[config.mk]
export PLATFORM = sky130hd
export DESIGN_NAME = utf8_japanese_text_detect
export DESIGN_NICKNAME = d
export VERILOG_FILES = /design/src/rtl/ujtd_pkg.sv /design/src/rtl/ujtd_classify.sv /design/src/rtl/utf8_japanese_text_detect.sv
export SDC_FILE = /design/constraint.sdc
export NUM_CORES = 1
export LEC_CHECK = 0
export BUFFER_PORTS_ARGS = -buffer_cell sky130_fd_sc_hd__buf_2
export CORE_ASPECT_RATIO = 0.5
export CORE_MARGIN = 2
export CORE_UTILIZATION = 59
export CTS_CLUSTER_DIAMETER = 200
export DETAILED_ROUTE_END_ITERATION = 7
export PLACE_DENSITY = 0.86
export SYNTH_ARGS = -nofsm -noshare
export SYNTH_HDL_FRONTEND = slang
export SYNTH_SLANG_ARGS = --single-unit
[constraint.sdc]
create_clock -name clk -period 4.2 [get_ports clk]
set_input_delay 0 -clock clk [delete_from_list [all_inputs] [get_ports clk]]
set_output_delay 0 -clock clk [all_outputs]
set_load 0.01 [all_outputs]
[src/rtl/ujtd_pkg.sv]
// ----------------------------------------------------------------------------
// ujtd_pkg
// Types and constants of the UTF-8 Japanese text detector.
// ----------------------------------------------------------------------------
`default_nettype none

package ujtd_pkg;

    // Code point width (up to U+10FFFF)
    localparam int CP_W = 21;

    // Byte classes of the UTF-8 encoding
    localparam logic [7:0] ASCII_LIMIT = 8'h80;
    localparam logic [7:0] LEAD2_MIN   = 8'hC2;
    localparam logic [7:0] LEAD3_MIN   = 8'hE0;
    localparam logic [7:0] LEAD4_MIN   = 8'hF0;
    localparam logic [7:0] LEAD_LIMIT  = 8'hF5;
    localparam logic [7:0] CONT_MASK   = 8'hC0;
    localparam logic [7:0] CONT_TAG    = 8'h80;

    // Leads whose first continuation has a narrowed range
    localparam logic [7:0] LEAD_E0   = 8'hE0;
    localparam logic [7:0] LEAD_ED   = 8'hED;
    localparam logic [7:0] LEAD_F0   = 8'hF0;
    localparam logic [7:0] LEAD_F4   = 8'hF4;
    localparam logic [7:0] CONT_A0   = 8'hA0;
    localparam logic [7:0] CONT_90   = 8'h90;

    // Kana ranges
    localparam logic [CP_W-1:0] HIRA_LO   = 21'h03040;
    localparam logic [CP_W-1:0] KATA_HI   = 21'h030FF;
    localparam logic [CP_W-1:0] KEXT_LO   = 21'h031F0;
    localparam logic [CP_W-1:0] KEXT_HI   = 21'h031FF;
    localparam logic [CP_W-1:0] HWKATA_LO = 21'h0FF66;
    localparam logic [CP_W-1:0] HWKATA_HI = 21'h0FF9F;

    // CJK ideograph ranges
    localparam logic [CP_W-1:0] CJK_LO    = 21'h04E00;
    localparam logic [CP_W-1:0] CJK_HI    = 21'h09FFF;
    localparam logic [CP_W-1:0] CJKA_LO   = 21'h03400;
    localparam logic [CP_W-1:0] CJKA_HI   = 21'h04DBF;
    localparam logic [CP_W-1:0] CJKC_LO   = 21'h0F900;
    localparam logic [CP_W-1:0] CJKC_HI   = 21'h0FAFF;

    // Japanese-specific punctuation
    localparam logic [CP_W-1:0] P_ITER    = 21'h03005;
    localparam logic [CP_W-1:0] P_CLOSE   = 21'h03006;
    localparam logic [CP_W-1:0] P_BRK_LO  = 21'h0300C;
    localparam logic [CP_W-1:0] P_BRK_HI  = 21'h0300F;
    localparam logic [CP_W-1:0] P_WAVE_LO = 21'h0301C;
    localparam logic [CP_W-1:0] P_WAVE_HI = 21'h0301F;
    localparam logic [CP_W-1:0] P_MASU    = 21'h0303B;
    localparam logic [CP_W-1:0] P_DOT     = 21'h030FB;
    localparam logic [CP_W-1:0] P_LONG    = 21'h030FC;
    localparam logic [CP_W-1:0] P_HWLONG  = 21'h0FF70;

    // One input byte
    typedef struct packed {
        logic [7:0] byte_value;
        logic       last_byte;
    } in_item_t;

    // One verdict
    typedef struct packed {
        logic contains_japanese;
        logic saw_kana;
        logic saw_cjk;
        logic saw_punct;
    } out_item_t;

    // Class hits of one code point
    typedef struct packed {
        logic kana;
        logic cjk;
        logic punct;
    } cp_class_t;

endpackage

`default_nettype wire

[src/rtl/ujtd_classify.sv]
// ----------------------------------------------------------------------------
// ujtd_classify
// Range compares that sort one code point into kana, CJK and punctuation.
// ----------------------------------------------------------------------------
`default_nettype none

module ujtd_classify
    import ujtd_pkg::*;
(
    input  wire logic [CP_W-1:0] code_point,
    output cp_class_t            cls
);

    logic punct;

    // Punctuation set: a few single points and two short runs
    always_comb
    begin
        punct = 1'b0;
        if ((code_point == P_ITER) || (code_point == P_CLOSE) ||
            (code_point == P_MASU) || (code_point == P_DOT) ||
            (code_point == P_LONG) || (code_point == P_HWLONG))
        begin
            punct = 1'b1;
        end
        if ((code_point >= P_BRK_LO) && (code_point <= P_BRK_HI))
        begin
            punct = 1'b1;
        end
        if ((code_point >= P_WAVE_LO) && (code_point <= P_WAVE_HI))
        begin
            punct = 1'b1;
        end
    end

    // Kana and ideograph ranges
    always_comb
    begin
        cls.kana  = ((code_point >= HIRA_LO)   && (code_point <= KATA_HI))   ||
                    ((code_point >= KEXT_LO)   && (code_point <= KEXT_HI))   ||
                    ((code_point >= HWKATA_LO) && (code_point <= HWKATA_HI));
        cls.cjk   = ((code_point >= CJK_LO)  && (code_point <= CJK_HI))  ||
                    ((code_point >= CJKA_LO) && (code_point <= CJKA_HI)) ||
                    ((code_point >= CJKC_LO) && (code_point <= CJKC_HI));
        cls.punct = punct;
    end

endmodule

`default_nettype wire

[src/rtl/utf8_japanese_text_detect.sv]
// ----------------------------------------------------------------------------
// utf8_japanese_text_detect
// Byte-serial validating UTF-8 decoder with a per-text Japanese verdict.
// ----------------------------------------------------------------------------
// Usage:
//   Bytes of a text enter on the byte channel (byte_valid / byte_stall /
//   byte_data), one per transfer; byte_data.last_byte marks the final byte.
//   Exactly one verdict leaves on the verdict channel for each text, after
//   its last byte; other bytes produce nothing.
//   Path: a last byte passes the input register, then is decoded into the
//   result register, which raises verdict_valid.
//   Throughput: one byte per cycle while byte_stall is low. The decode state
//   update and the range compares sit between the input register and the
//   state and result registers.
//   Receiver stall: the verdict holds in the result register; non-last bytes
//   keep flowing, and only a last byte that finds the result register full
//   and stalled waits, which raises byte_stall.
//   Reset: all decoder state and flags clear, both channels go empty.
// ----------------------------------------------------------------------------
`default_nettype none

module utf8_japanese_text_detect
    import ujtd_pkg::*;
(
    input  wire logic      clk,
    input  wire logic      rst_n,
    input  wire logic      byte_valid,
    output logic           byte_stall,
    input  wire in_item_t  byte_data,
    output logic           verdict_valid,
    input  wire logic      verdict_stall,
    output out_item_t      verdict_data
);

    // Input register
    logic               s1_valid_reg;
    in_item_t           s1_item_reg;
    // Decoder state
    logic [1:0]         exp_reg,   exp_next;
    logic [CP_W-1:0]    part_reg,  part_next;
    logic [7:0]         lead_reg,  lead_next;
    logic               kana_reg,  kana_next;
    logic               cjk_reg,   cjk_next;
    logic               punct_reg, punct_next;
    // Result register
    logic               out_valid_reg;
    out_item_t          out_item_reg;

    logic               advance;
    logic [7:0]         b;
    logic               is_cont;
    logic               first_ok;
    logic               done;
    logic [CP_W-1:0]    cp;
    logic [CP_W-1:0]    part_sh;
    logic [1:0]         exp_dec;
    cp_class_t          cls;
    logic               f_kana, f_cjk, f_punct;

    // Flow control: only a last byte can wait for the result register
    assign advance    = s1_valid_reg &&
                        (!s1_item_reg.last_byte || !out_valid_reg || !verdict_stall);
    assign byte_stall = s1_valid_reg && !advance;

    // Input register, control part
    always_ff @(posedge clk or negedge rst_n)
    begin
        if (!rst_n)
        begin
            s1_valid_reg <= 1'b0;
        end
        else if (!byte_stall)
        begin
            s1_valid_reg <= byte_valid;
        end
    end

    // Input register, payload
    always_ff @(posedge clk)
    begin
        if (!byte_stall && byte_valid)
        begin
            s1_item_reg <= byte_data;
        end
    end

    assign b       = s1_item_reg.byte_value;
    assign is_cont = ((b & CONT_MASK) == CONT_TAG);
    assign part_sh = {part_reg[CP_W-7:0], b[5:0]};
    assign exp_dec = exp_reg - 2'd1;

    // Range rule for the first continuation after a restricted lead
    always_comb
    begin
        case (lead_reg)
            LEAD_E0: first_ok = (b >= CONT_A0);
            LEAD_ED: first_ok = (b <  CONT_A0);
            LEAD_F0: first_ok = (b >= CONT_90);
            LEAD_F4: first_ok = (b <  CONT_90);
            default: first_ok = 1'b1;
        endcase
    end

    // Decoder step
    always_comb
    begin
        exp_next  = exp_reg;
        part_next = part_reg;
        lead_next = lead_reg;
        done      = 1'b0;
        cp        = part_sh;
        if ((exp_reg == 2'd0) || !is_cont)
        begin
            // Fresh start: ASCII, a lead, or a dropped byte
            exp_next  = 2'd0;
            part_next = '0;
            lead_next = '0;
            cp        = {{(CP_W-8){1'b0}}, b};
            if (b < ASCII_LIMIT)
            begin
                done = 1'b1;
            end
            else if (b < LEAD2_MIN)
            begin
                done = 1'b0;
            end
            else if (b < LEAD3_MIN)
            begin
                exp_next  = 2'd1;
                part_next = {{(CP_W-5){1'b0}}, b[4:0]};
                lead_next = b;
            end
            else if (b < LEAD4_MIN)
            begin
                exp_next  = 2'd2;
                part_next = {{(CP_W-4){1'b0}}, b[3:0]};
                lead_next = b;
            end
            else if (b < LEAD_LIMIT)
            begin
                exp_next  = 2'd3;
                part_next = {{(CP_W-3){1'b0}}, b[2:0]};
                lead_next = b;
            end
        end
        else if ((lead_reg != 8'h00) && !first_ok)
        begin
            // Overlong, surrogate or out of range: drop the sequence
            exp_next  = 2'd0;
            part_next = '0;
            lead_next = '0;
        end
        else
        begin
            // Good continuation
            lead_next = '0;
            exp_next  = exp_dec;
            if (exp_dec == 2'd0)
            begin
                done      = 1'b1;
                part_next = '0;
            end
            else
            begin
                part_next = part_sh;
            end
        end
    end

    ujtd_classify u_classify (
        .code_point (cp),
        .cls        (cls)
    );

    // Flag update; a last byte clears everything after the verdict
    always_comb
    begin
        f_kana     = kana_reg  || (done && cls.kana);
        f_cjk      = cjk_reg   || (done && cls.cjk);
        f_punct    = punct_reg || (done && cls.punct);
        kana_next  = f_kana;
        cjk_next   = f_cjk;
        punct_next = f_punct;
        if (s1_item_reg.last_byte)
        begin
            kana_next  = 1'b0;
            cjk_next   = 1'b0;
            punct_next = 1'b0;
        end
    end

    // Decoder state registers
    always_ff @(posedge clk or negedge rst_n)
    begin
        if (!rst_n)
        begin
            exp_reg   <= 2'd0;
            part_reg  <= '0;
            lead_reg  <= '0;
            kana_reg  <= 1'b0;
            cjk_reg   <= 1'b0;
            punct_reg <= 1'b0;
        end
        else if (advance)
        begin
            kana_reg  <= kana_next;
            cjk_reg   <= cjk_next;
            punct_reg <= punct_next;
            if (s1_item_reg.last_byte)
            begin
                exp_reg  <= 2'd0;
                part_reg <= '0;
                lead_reg <= '0;
            end
            else
            begin
                exp_reg  <= exp_next;
                part_reg <= part_next;
                lead_reg <= lead_next;
            end
        end
    end

    // Result register, control part
    always_ff @(posedge clk or negedge rst_n)
    begin
        if (!rst_n)
        begin
            out_valid_reg <= 1'b0;
        end
        else if (advance && s1_item_reg.last_byte)
        begin
            out_valid_reg <= 1'b1;
        end
        else if (!verdict_stall)
        begin
            out_valid_reg <= 1'b0;
        end
    end

    // Result register, payload
    always_ff @(posedge clk)
    begin
        if (advance && s1_item_reg.last_byte)
        begin
            out_item_reg.contains_japanese <= f_kana || (f_cjk && f_punct);
            out_item_reg.saw_kana          <= f_kana;
            out_item_reg.saw_cjk           <= f_cjk;
            out_item_reg.saw_punct         <= f_punct;
        end
    end

    assign verdict_valid = out_valid_reg;
    assign verdict_data  = out_item_reg;

endmodule

`default_nettype wire

# Yosys cells after proc, flatten, opt, wreduce, memory -nomap -nowiden
# Index checks and enable logic that the tools add are counted.
word_totals:
  ff_bits: 43
  wordCells: 133
classes:
  addsub: 1
  magnitude_cmp: 25
  n_eq_ne: 12
  mux: 38
  reduce_logical: 43
op_table:
  columns: ["operator", "n"]
  rows:
  - ["21-bit by 14-bit equality test with 1-bit output, second input constant", 5]
  - ["21-bit by 14-bit greater-or-equal comparator with 1-bit output, second input constant", 5]
  - ["21-bit by 14-bit <= comparator with 1-bit output, second input constant", 4]
  - ["21-bit by 16-bit <= comparator with 1-bit output, second input constant", 3]
  - ["15-bit 2-to-1 mux", 4]
  - ["8-bit < comparator, second input constant", 7]
  - ["8-bit 2-to-1 mux", 7]
  - ["21-bit by 16-bit greater-or-equal comparator with 1-bit output, second input constant", 2]
  - ["8-bit equality test, second input constant", 4]
  - ["21-bit by 16-bit equality test with 1-bit output, second input constant", 1]
  - ["21-bit by 15-bit greater-or-equal comparator with 1-bit output, second input constant", 1]
  - ["21-bit by 15-bit <= comparator with 1-bit output, second input constant", 1]
  - ["21-bit 2-to-1 mux", 1]
  - ["1-bit logical AND", 17]
  - ["8-bit greater-or-equal comparator, second input constant", 2]
  - ["1-bit logical OR", 16]
  - ["2-bit 2-to-1 mux", 8]
  - ["5-bit 2-to-1 mux", 3]
  - ["1-bit 2-to-1 mux", 12]
  - ["8-bit nonzero test", 1]
  - ["1-bit zero test", 7]
  - ["2-bit zero test", 2]
  - ["4-bit 2-to-1 mux", 1]
  - ["1-bit case mux with 4 select lines", 1]
  - ["other kinds (4)", 4]

# Longest topological paths before layout
# Gate-level depths: netlist of run 1.
depth:
  word_depth: 17
  ltp_mapped: 9
  ltp_nobuf: 8

# Modules after synthesis
# From an unflattened synthesis of run 1, not the netlist that was laid out.
hier_totals:
  cells_unflattened: 225
  area_unflattened_um2: 2372.3
by_module_without_submodules:
  columns: ["module", "n_inst", "cells_per_inst", "area_each_um2", "seq_area_each_um2"]
  rows:
  - ["utf8_japanese_text_detect", 1, 162, 1991.9, 1141.1]
  - ["ujtd_classify", 1, 63, 380.4, 0.0]

# Worst setup path before layout of run 1
# No wires, ideal clock.
synth_path:
  kind: "register to register"
  from: "register exp_reg[0]"
  to: "register out_item_reg, in the netlist verdict_data[3] (data pin)"
  setup_ps: 254
  t_arrival_ps: 2059
  path_slack_ps: 1887
  path_stages_with_launch: 9
  path_buffers: 0
  synth_period_minus_slack_ps: 2313
  cell_sequence: "dfrtp_1 > inv_1 > ha_1 > nor3b_1 > nand2_1 > or4_4 > a311oi_2 > o22ai_1 > a21o_1"
synth_via:
  elab_chain_cells: 16
  elab_cells_between_ends: 58
synth_rtl:
  columns: ["element", "line", "rtl"]
  rows:
  - ["start: declaration", "utf8_japanese_text_detect.sv:39", "logic [1:0] exp_reg, exp_next;"]
  - ["start signal: assignment", "utf8_japanese_text_detect.sv:217", "exp_reg <= exp_next;"]
  - ["branches (longest 15 deep; another with 21-bit by 14-bit greater-or-equal comparator with 1-bit output)", null, null]
  - ["1-bit logical OR *", "utf8_japanese_text_detect.sv:246", "out_item_reg.contains_japanese <= f_kana || (f_cjk && f_punct);"]
  - ["end: declaration", "utf8_japanese_text_detect.sv:47", "out_item_t out_item_reg;"]
# Every way passes the cells marked *.
# A chain may end at the register's enable or synchronous reset.

# Worst setup path after layout of run 1
# Same ends and word-level chain as after synthesis.

==> results of run 1 <==
==> what timing repair did <==
item / CTS / global route
hold buffers: 12 / 0
endpoints found under the hold margin: 41 / 0
setup endpoints to repair: 0 / 0
==> where the power goes <==
group / total, mW / leakage, nW / internal (mW) / switching, mW
logic: 0.0932 / 0.580 / 0.0405 / 0.0527
clock network: 0.252 / 0.0422 / 0.117 / 0.135
registers: 0.478 / 0.538 / 0.449 / 0.0289
==> how the worst max path moves through the flow <==
stage               startpoint         endpoint  slack [ns]  depth (start not counted)
floorplan           exp_reg[0]  verdict_data[3]        1.89                          8
global placement    exp_reg[0]  verdict_data[3]        1.76                          9
detailed placement  exp_reg[0]  verdict_data[3]        1.70                          9
CTS                 exp_reg[0]  verdict_data[3]        1.69                          9
global route        exp_reg[0]        punct_reg        1.51                          8
finish              exp_reg[0]  verdict_data[3]        1.67                          9
==> critical path, stage by stage (launching register included) <==
cell      delay (ns)
dfrtp_1         0.40
inv_1           0.06
ha_1            0.24
nor3b_1         0.19
buf_4           0.21
nand2_1         0.06
or4_4           0.47
a311oi_2        0.33
o22ai_1         0.13
a21o_1          0.19
==> per-layer routing <==
metal  vias to the layer above  part of all wire (%)
li1                        955                     -
met1                       976                    45
met2                        98                    44
met3                        11                   9.0
met4                         0                   2.2
met5                         -                     0
==> cell type report <==
class | count | area (µm²)
Clock buffer | 7 | 76.3
Clock inverter | 1 | 5.00
Timing Repair Buffer | 31 | 218
Multi-Input combinational cell | 169 | 1110
Fill cell | 308 | 1220
Tap cell | 54 | 67.6
Sequential cell | 43 | 1140
Inverter | 11 | 41.3
==> cells by family after synthesis <==
logic type | count (synthesis) | share of synthesized area, %
buffers and inverters | 27 | 5.36
AND/OR/NAND/NOR | 88 | 21.4
XOR/XNOR | 2 | 0.735
AO/OA/AOI/OAI | 77 | 23.6
flip-flops | 43 | 47.9
adder cells (fa/ha/maj) | 2 | 1.05
==> layout by cell type, fill, tap and decap left out, types with 5 or more instances in the layout <==
master / synthesis / routed
dfrtp_1: 30 / 30
nand2_1: 23 / 23
buf_2: 0 / 18
o21ai_0: 16 / 16
nor2_1: 13 / 13
edfxtp_1: 13 / 13
a22o_1: 12 / 12
dlygate4sd3_1: 0 / 12
inv_1: 11 / 11
a21oi_1: 8 / 8
a21o_1: 7 / 7
nor3_1: 5 / 5
nand3_1: 5 / 5
clkbuf_8: 0 / 5
==> flow_summary.ini, run 1 <==
[synthesis]
synth_common_cells = dfrtp_1 (30), nand2_1 (23), o21ai_0 (16), edfxtp_1 (13), nor2_1 (13)
syn_nets = 254
synth_edf_count = 13
synth-seq-cells = 43
yosysTopAreaCellShare_pct = 31.5
synth_area_um2 = 2380
synth_cell_types = 53
synthArstFlopShare_pct = 69.8
ys.flop_type = dfrtp_1
yosys_warnings = 0
syn_area_per_cell_um2 = 9.97
post-synth-top-count-cell = dfrtp_1
yosysSeqAreaShare_pct = 47.9
syn-instance-count = 239
synth_area_leaders = dfrtp_1 (32%), edfxtp_1 (16%), a22o_1 (4.4%)
synth_area_leader_cell = dfrtp_1

[cells_and_area]
largest_reg_flops = 15
fin_cells = 316
antenna_cells = 0
postLayoutCellArea_um2 = 2660
drive_above_1_share_pct = 11.5
post-route-util_pct = 68.6
nNetsFinal = 276
areaGrowthSynthToFinish_pct = 11.8

[sta]
worst_slack_ns = 1.67
fin_skew_ns = 0.00641
fin_crit_ns = 2.53
max_freq_ghz = 0.396
hold_viol = 0
worst_slew_pin_slew_ns = 0.817
max_slew_margin_pct = 45.4
fin_tns_setup_ns = 0
fin_crit_sh_pct = 60.2
setup_viol_count_final = 0
holdWs_ns = 0.293
rsz0062_at_grt = no
drv_slew = 0

[placed_design]
pre_cts_ws_ns = 1.70
hpwl_um = 3710
gp_congestion = 0.948
port_buffers = 18
post-place-cells = 296
place_area_um2 = 2460

[detailed_routing]
dr.pass1.iters = 4
drc_errors = 0
vias = 2040
avgRoutedWirePerCell_um = 17.4
first_iter_violations = 114
ant_nets = 0
viasPerCell = 6.46
wirelength_um = 5500

[floorplanning]
core_um2 = 3880
floorplan.rows = 16
die_y_um = 48.9
pin_count = 19
start_util_pct = 61.3
die_area_um2 = 4590
die_w_um = 93.9

[min_path]
hold_path.class = primary input to async pin

[power_and_ir_drop]
power_uw = 823
power_leakage_nw = 1.16
power.density_nw_per_um2 = 309
ir_worst_vdd_uv = 236

[global_route]
grt-busiest-layer = met2
antenna_found_initial = 0
grtUsageMet2_pct = 38.6
grtUsageTotal_pct = 26.3
first_global_vias = 1799
grt_remaining_overflow = 0
grt_max_degree = 31
gr-usage-met3_pct = 7.26
grt_use_met1_pct = 38.5
grt_pass1_wl_um = 9100

[setup_path]
required_ns = 4.26
critPathArrivalTime_ns = 2.58
reg2reg_to = verdict_data[3]
path_max_fanout = 12
crit_path_end_kind = flop
start_kind = flop
rr_worst_depth = 9
timing.rr.start = exp_reg[0]
worstSetupPathType = flop to flop
r2r_slack_ns = 1.67

[clocking]
htreeDepth = 2
clk_pin_slew_worst_paths_ns = 0.08
cts_setup_buffers = 0
cts_buffer_depth = 2
cts_buffers = 5
cts_tree = done
cts_resized = 0
clk_latency_ns = 0.30
cts_root_buf = clkbuf_8
cts.sinks = 43

[job]
maxCapViolations = 0

[outcome]
status = complete, no violations
Note: power is estimated with default switching activity, not from simulation.
==> run 2, diff against run 1 <==
--- a/config.mk
+++ b/config.mk
@@ -8,10 +8,10 @@
 export BUFFER_PORTS_ARGS = -buffer_cell sky130_fd_sc_hd__buf_2
 export CORE_ASPECT_RATIO = 0.5
 export CORE_MARGIN = 2
-export CORE_UTILIZATION = 59
+export CORE_UTILIZATION = 54
 export CTS_CLUSTER_DIAMETER = 200
 export DETAILED_ROUTE_END_ITERATION = 7
-export PLACE_DENSITY = 0.86
+export PLACE_DENSITY = 0.83
 export SYNTH_ARGS = -nofsm -noshare
 export SYNTH_HDL_FRONTEND = slang
 export SYNTH_SLANG_ARGS = --single-unit
==> constraint.sdc (replaced) <==
create_clock -name clk -period 2 [get_ports clk]
set_input_delay 0 -clock clk [delete_from_list [all_inputs] [get_ports clk]]
set_output_delay 0 -clock clk [all_outputs]
set_load 0.01 [all_outputs]
==> run 2 against run 1 <==
Effect of this change:
- the run now ends with setup timing left
- cell count increased by 15%
- register-to-register slack worse by 1.9 ns
- first-iteration DRC count up 34%
- cell area grew 17%
- fmax is 14% higher
- critical path type unchanged
- critical endpoint unchanged
- largest cell class is now multi-input gates
==> flow_summary.ini, run 2 (synthesized netlist as in run 1, its figures left out) <==
[clocking]
cts_tree = done
cts_root_buf = clkbuf_8
cts.sinks = 43
cts_buffers = 5
clk_latency_ns = 0.30
cts_buffer_depth = 2
clk_pin_slew_worst_paths_ns = 0.08
htreeDepth = 2

[detailed_routing]
vias = 2243
drc_errors = 0
wl_met3_um = 442
avgRoutedWirePerCell_um = 17.7
viasPerCell = 6.18
wirelength_um = 6420
first_iter_violations = 153
ant_nets = 0
wl_met1_um = 2870
top_layer_used = met4
dr.pass1.iters = 4
wl_met2_um = 2960

[sta]
max_slew_margin_pct = 53.8
setup_viol_count_final = 6
worst_slew_pin_slew_ns = 0.693
hold_viol = 0
worst_slack_ns = -0.207
fin_crit_ns = 2.21
max_freq_ghz = 0.453
fin_crit_sh_pct = 110
fin_skew_ns = 0.0107
rsz0062_at_grt = yes
drv_slew = 0
holdWs_ns = 0.281

[cells_and_area]
antenna_cells = 0
fin_cells = 363
nNetsFinal = 321
final_common_cell = buf_4
drive_above_1_share_pct = 29.7
areaGrowthSynthToFinish_pct = 31.1
layout_common_cells = buf_4 (45), dfrtp_1 (30), nand2_1 (23)
postLayoutCellArea_um2 = 3120
nFillCells = 318
largest_reg_flops = 15

[setup_path]
path_max_fanout = 3
worstSetupPathType = flop to flop
required_ns = 2.07
critPathArrivalTime_ns = 2.28
crit_path_end_kind = flop
start_kind = flop
rr_worst_depth = 8

[power_and_ir_drop]
power_leakage_nw = 1.42
ir_worst_vdd_uv = 447
power.density_nw_per_um2 = 594
power_mw = 1.86

[floorplanning]
die_y_um = 51.0
floorplan.rows = 17
die_area_um2 = 4990
core_um2 = 4320
die_w_um = 97.9
pin_count = 19
start_util_pct = 55.2

[outcome]
status = finished with violations
violations = setup timing

[placed_design]
post-place-cells = 339
hpwl_um = 4410
port_buffers = 18
gp_congestion = 0.954
place_area_um2 = 2790

[global_route]
grt_remaining_overflow = 0
grt_pass1_wl_um = 9940
antenna_found_initial = 0
first_global_vias = 2091
grtUsageTotal_pct = 26.0
grt_max_degree = 31

[min_path]
hold_path.class = primary input to async pin

[job]
maxCapViolations = 0
==> run 2: cell types whose count changed in the layout (fill, tap and decap cells not counted), sizes merged <==
cell,before,now
buf,19,64
clkbuf,7,6
==> run 2: final timing paths <==
kind	start	endpoint	slack, ns
max	exp_reg[1]	verdict_data[3]	-0.21
min	rst_n	lead_reg[6]	0.28
max reg2reg	exp_reg[1]	verdict_data[3]	-0.21
min reg2reg	lead_reg[6]	lead_reg[6]	0.48
max in group asynchronous	rst_n	part_reg[11]	1.27
min in group clk	byte_data[2]	b[1]	0.42
==> run 2: report_power, final <==
group          leakage [nW]  switching [mW]  internal, mW
Clock                0.0470           0.293         0.271
Combinational         0.838           0.164         0.145
Sequential            0.538          0.0379         0.943
Total                  1.42           0.496          1.36
==> run 2: layout make-up <==
| class | count | area, µm² | share of cell area (%) |
|---|---|---|---|
| clock inverters | 1 | 5.00 | 0.160 |
| repair buffers | 76 | 559 | 17.9 |
| inverters | 11 | 41.3 | 1.32 |
| clock buffers | 6 | 82.6 | 2.64 |
| well taps | 57 | 71.3 | 2.28 |
| flip-flops and latches | 43 | 1140 | 36.5 |
| multi-input cells | 169 | 1220 | 39.2 |
==> run 2: stage by stage <==
| stage | setup WS (ns) | util (%) | TNS [ns] |
|---|---|---|---|
| final | -0.207 | 72.4 | -0.674 |
| after global routing | -0.273 | 72.4 | -1.31 |
| after CTS | -0.187 | 71.0 | -0.589 |
| after detailed placement | -0.256 | 64.5 | -0.970 |
| after global placement | -0.180 | 64.5 | -0.681 |
| after floorplan | -0.131 | - | -0.135 |
==> run 2: layer usage <==
metal  vias up  track usage [%]
li1       1046                -
met1      1081             35.3
met2        97             43.9
met3        19             3.97
met4         0             7.87
met5         -                0
==> run 2: critical path, stage by stage, from the launching register on <==
cell and delay (ns):
dfrtp_1 0.38, inv_2 0.07, ha_4 0.17, nor3b_4 0.22, nand2_1 0.08, or4_4 0.53, a311oi_4 0.26, o22ai_1 0.12
a21o_1 0.16
==> run 2: repair_timing <==
action	CTS	global route
pin swaps	6	2
setup endpoints to repair	7	16
endpoints found under the hold margin	41	0
gates resized for setup	9	11
setup buffers	3	2
hold buffers	12	0
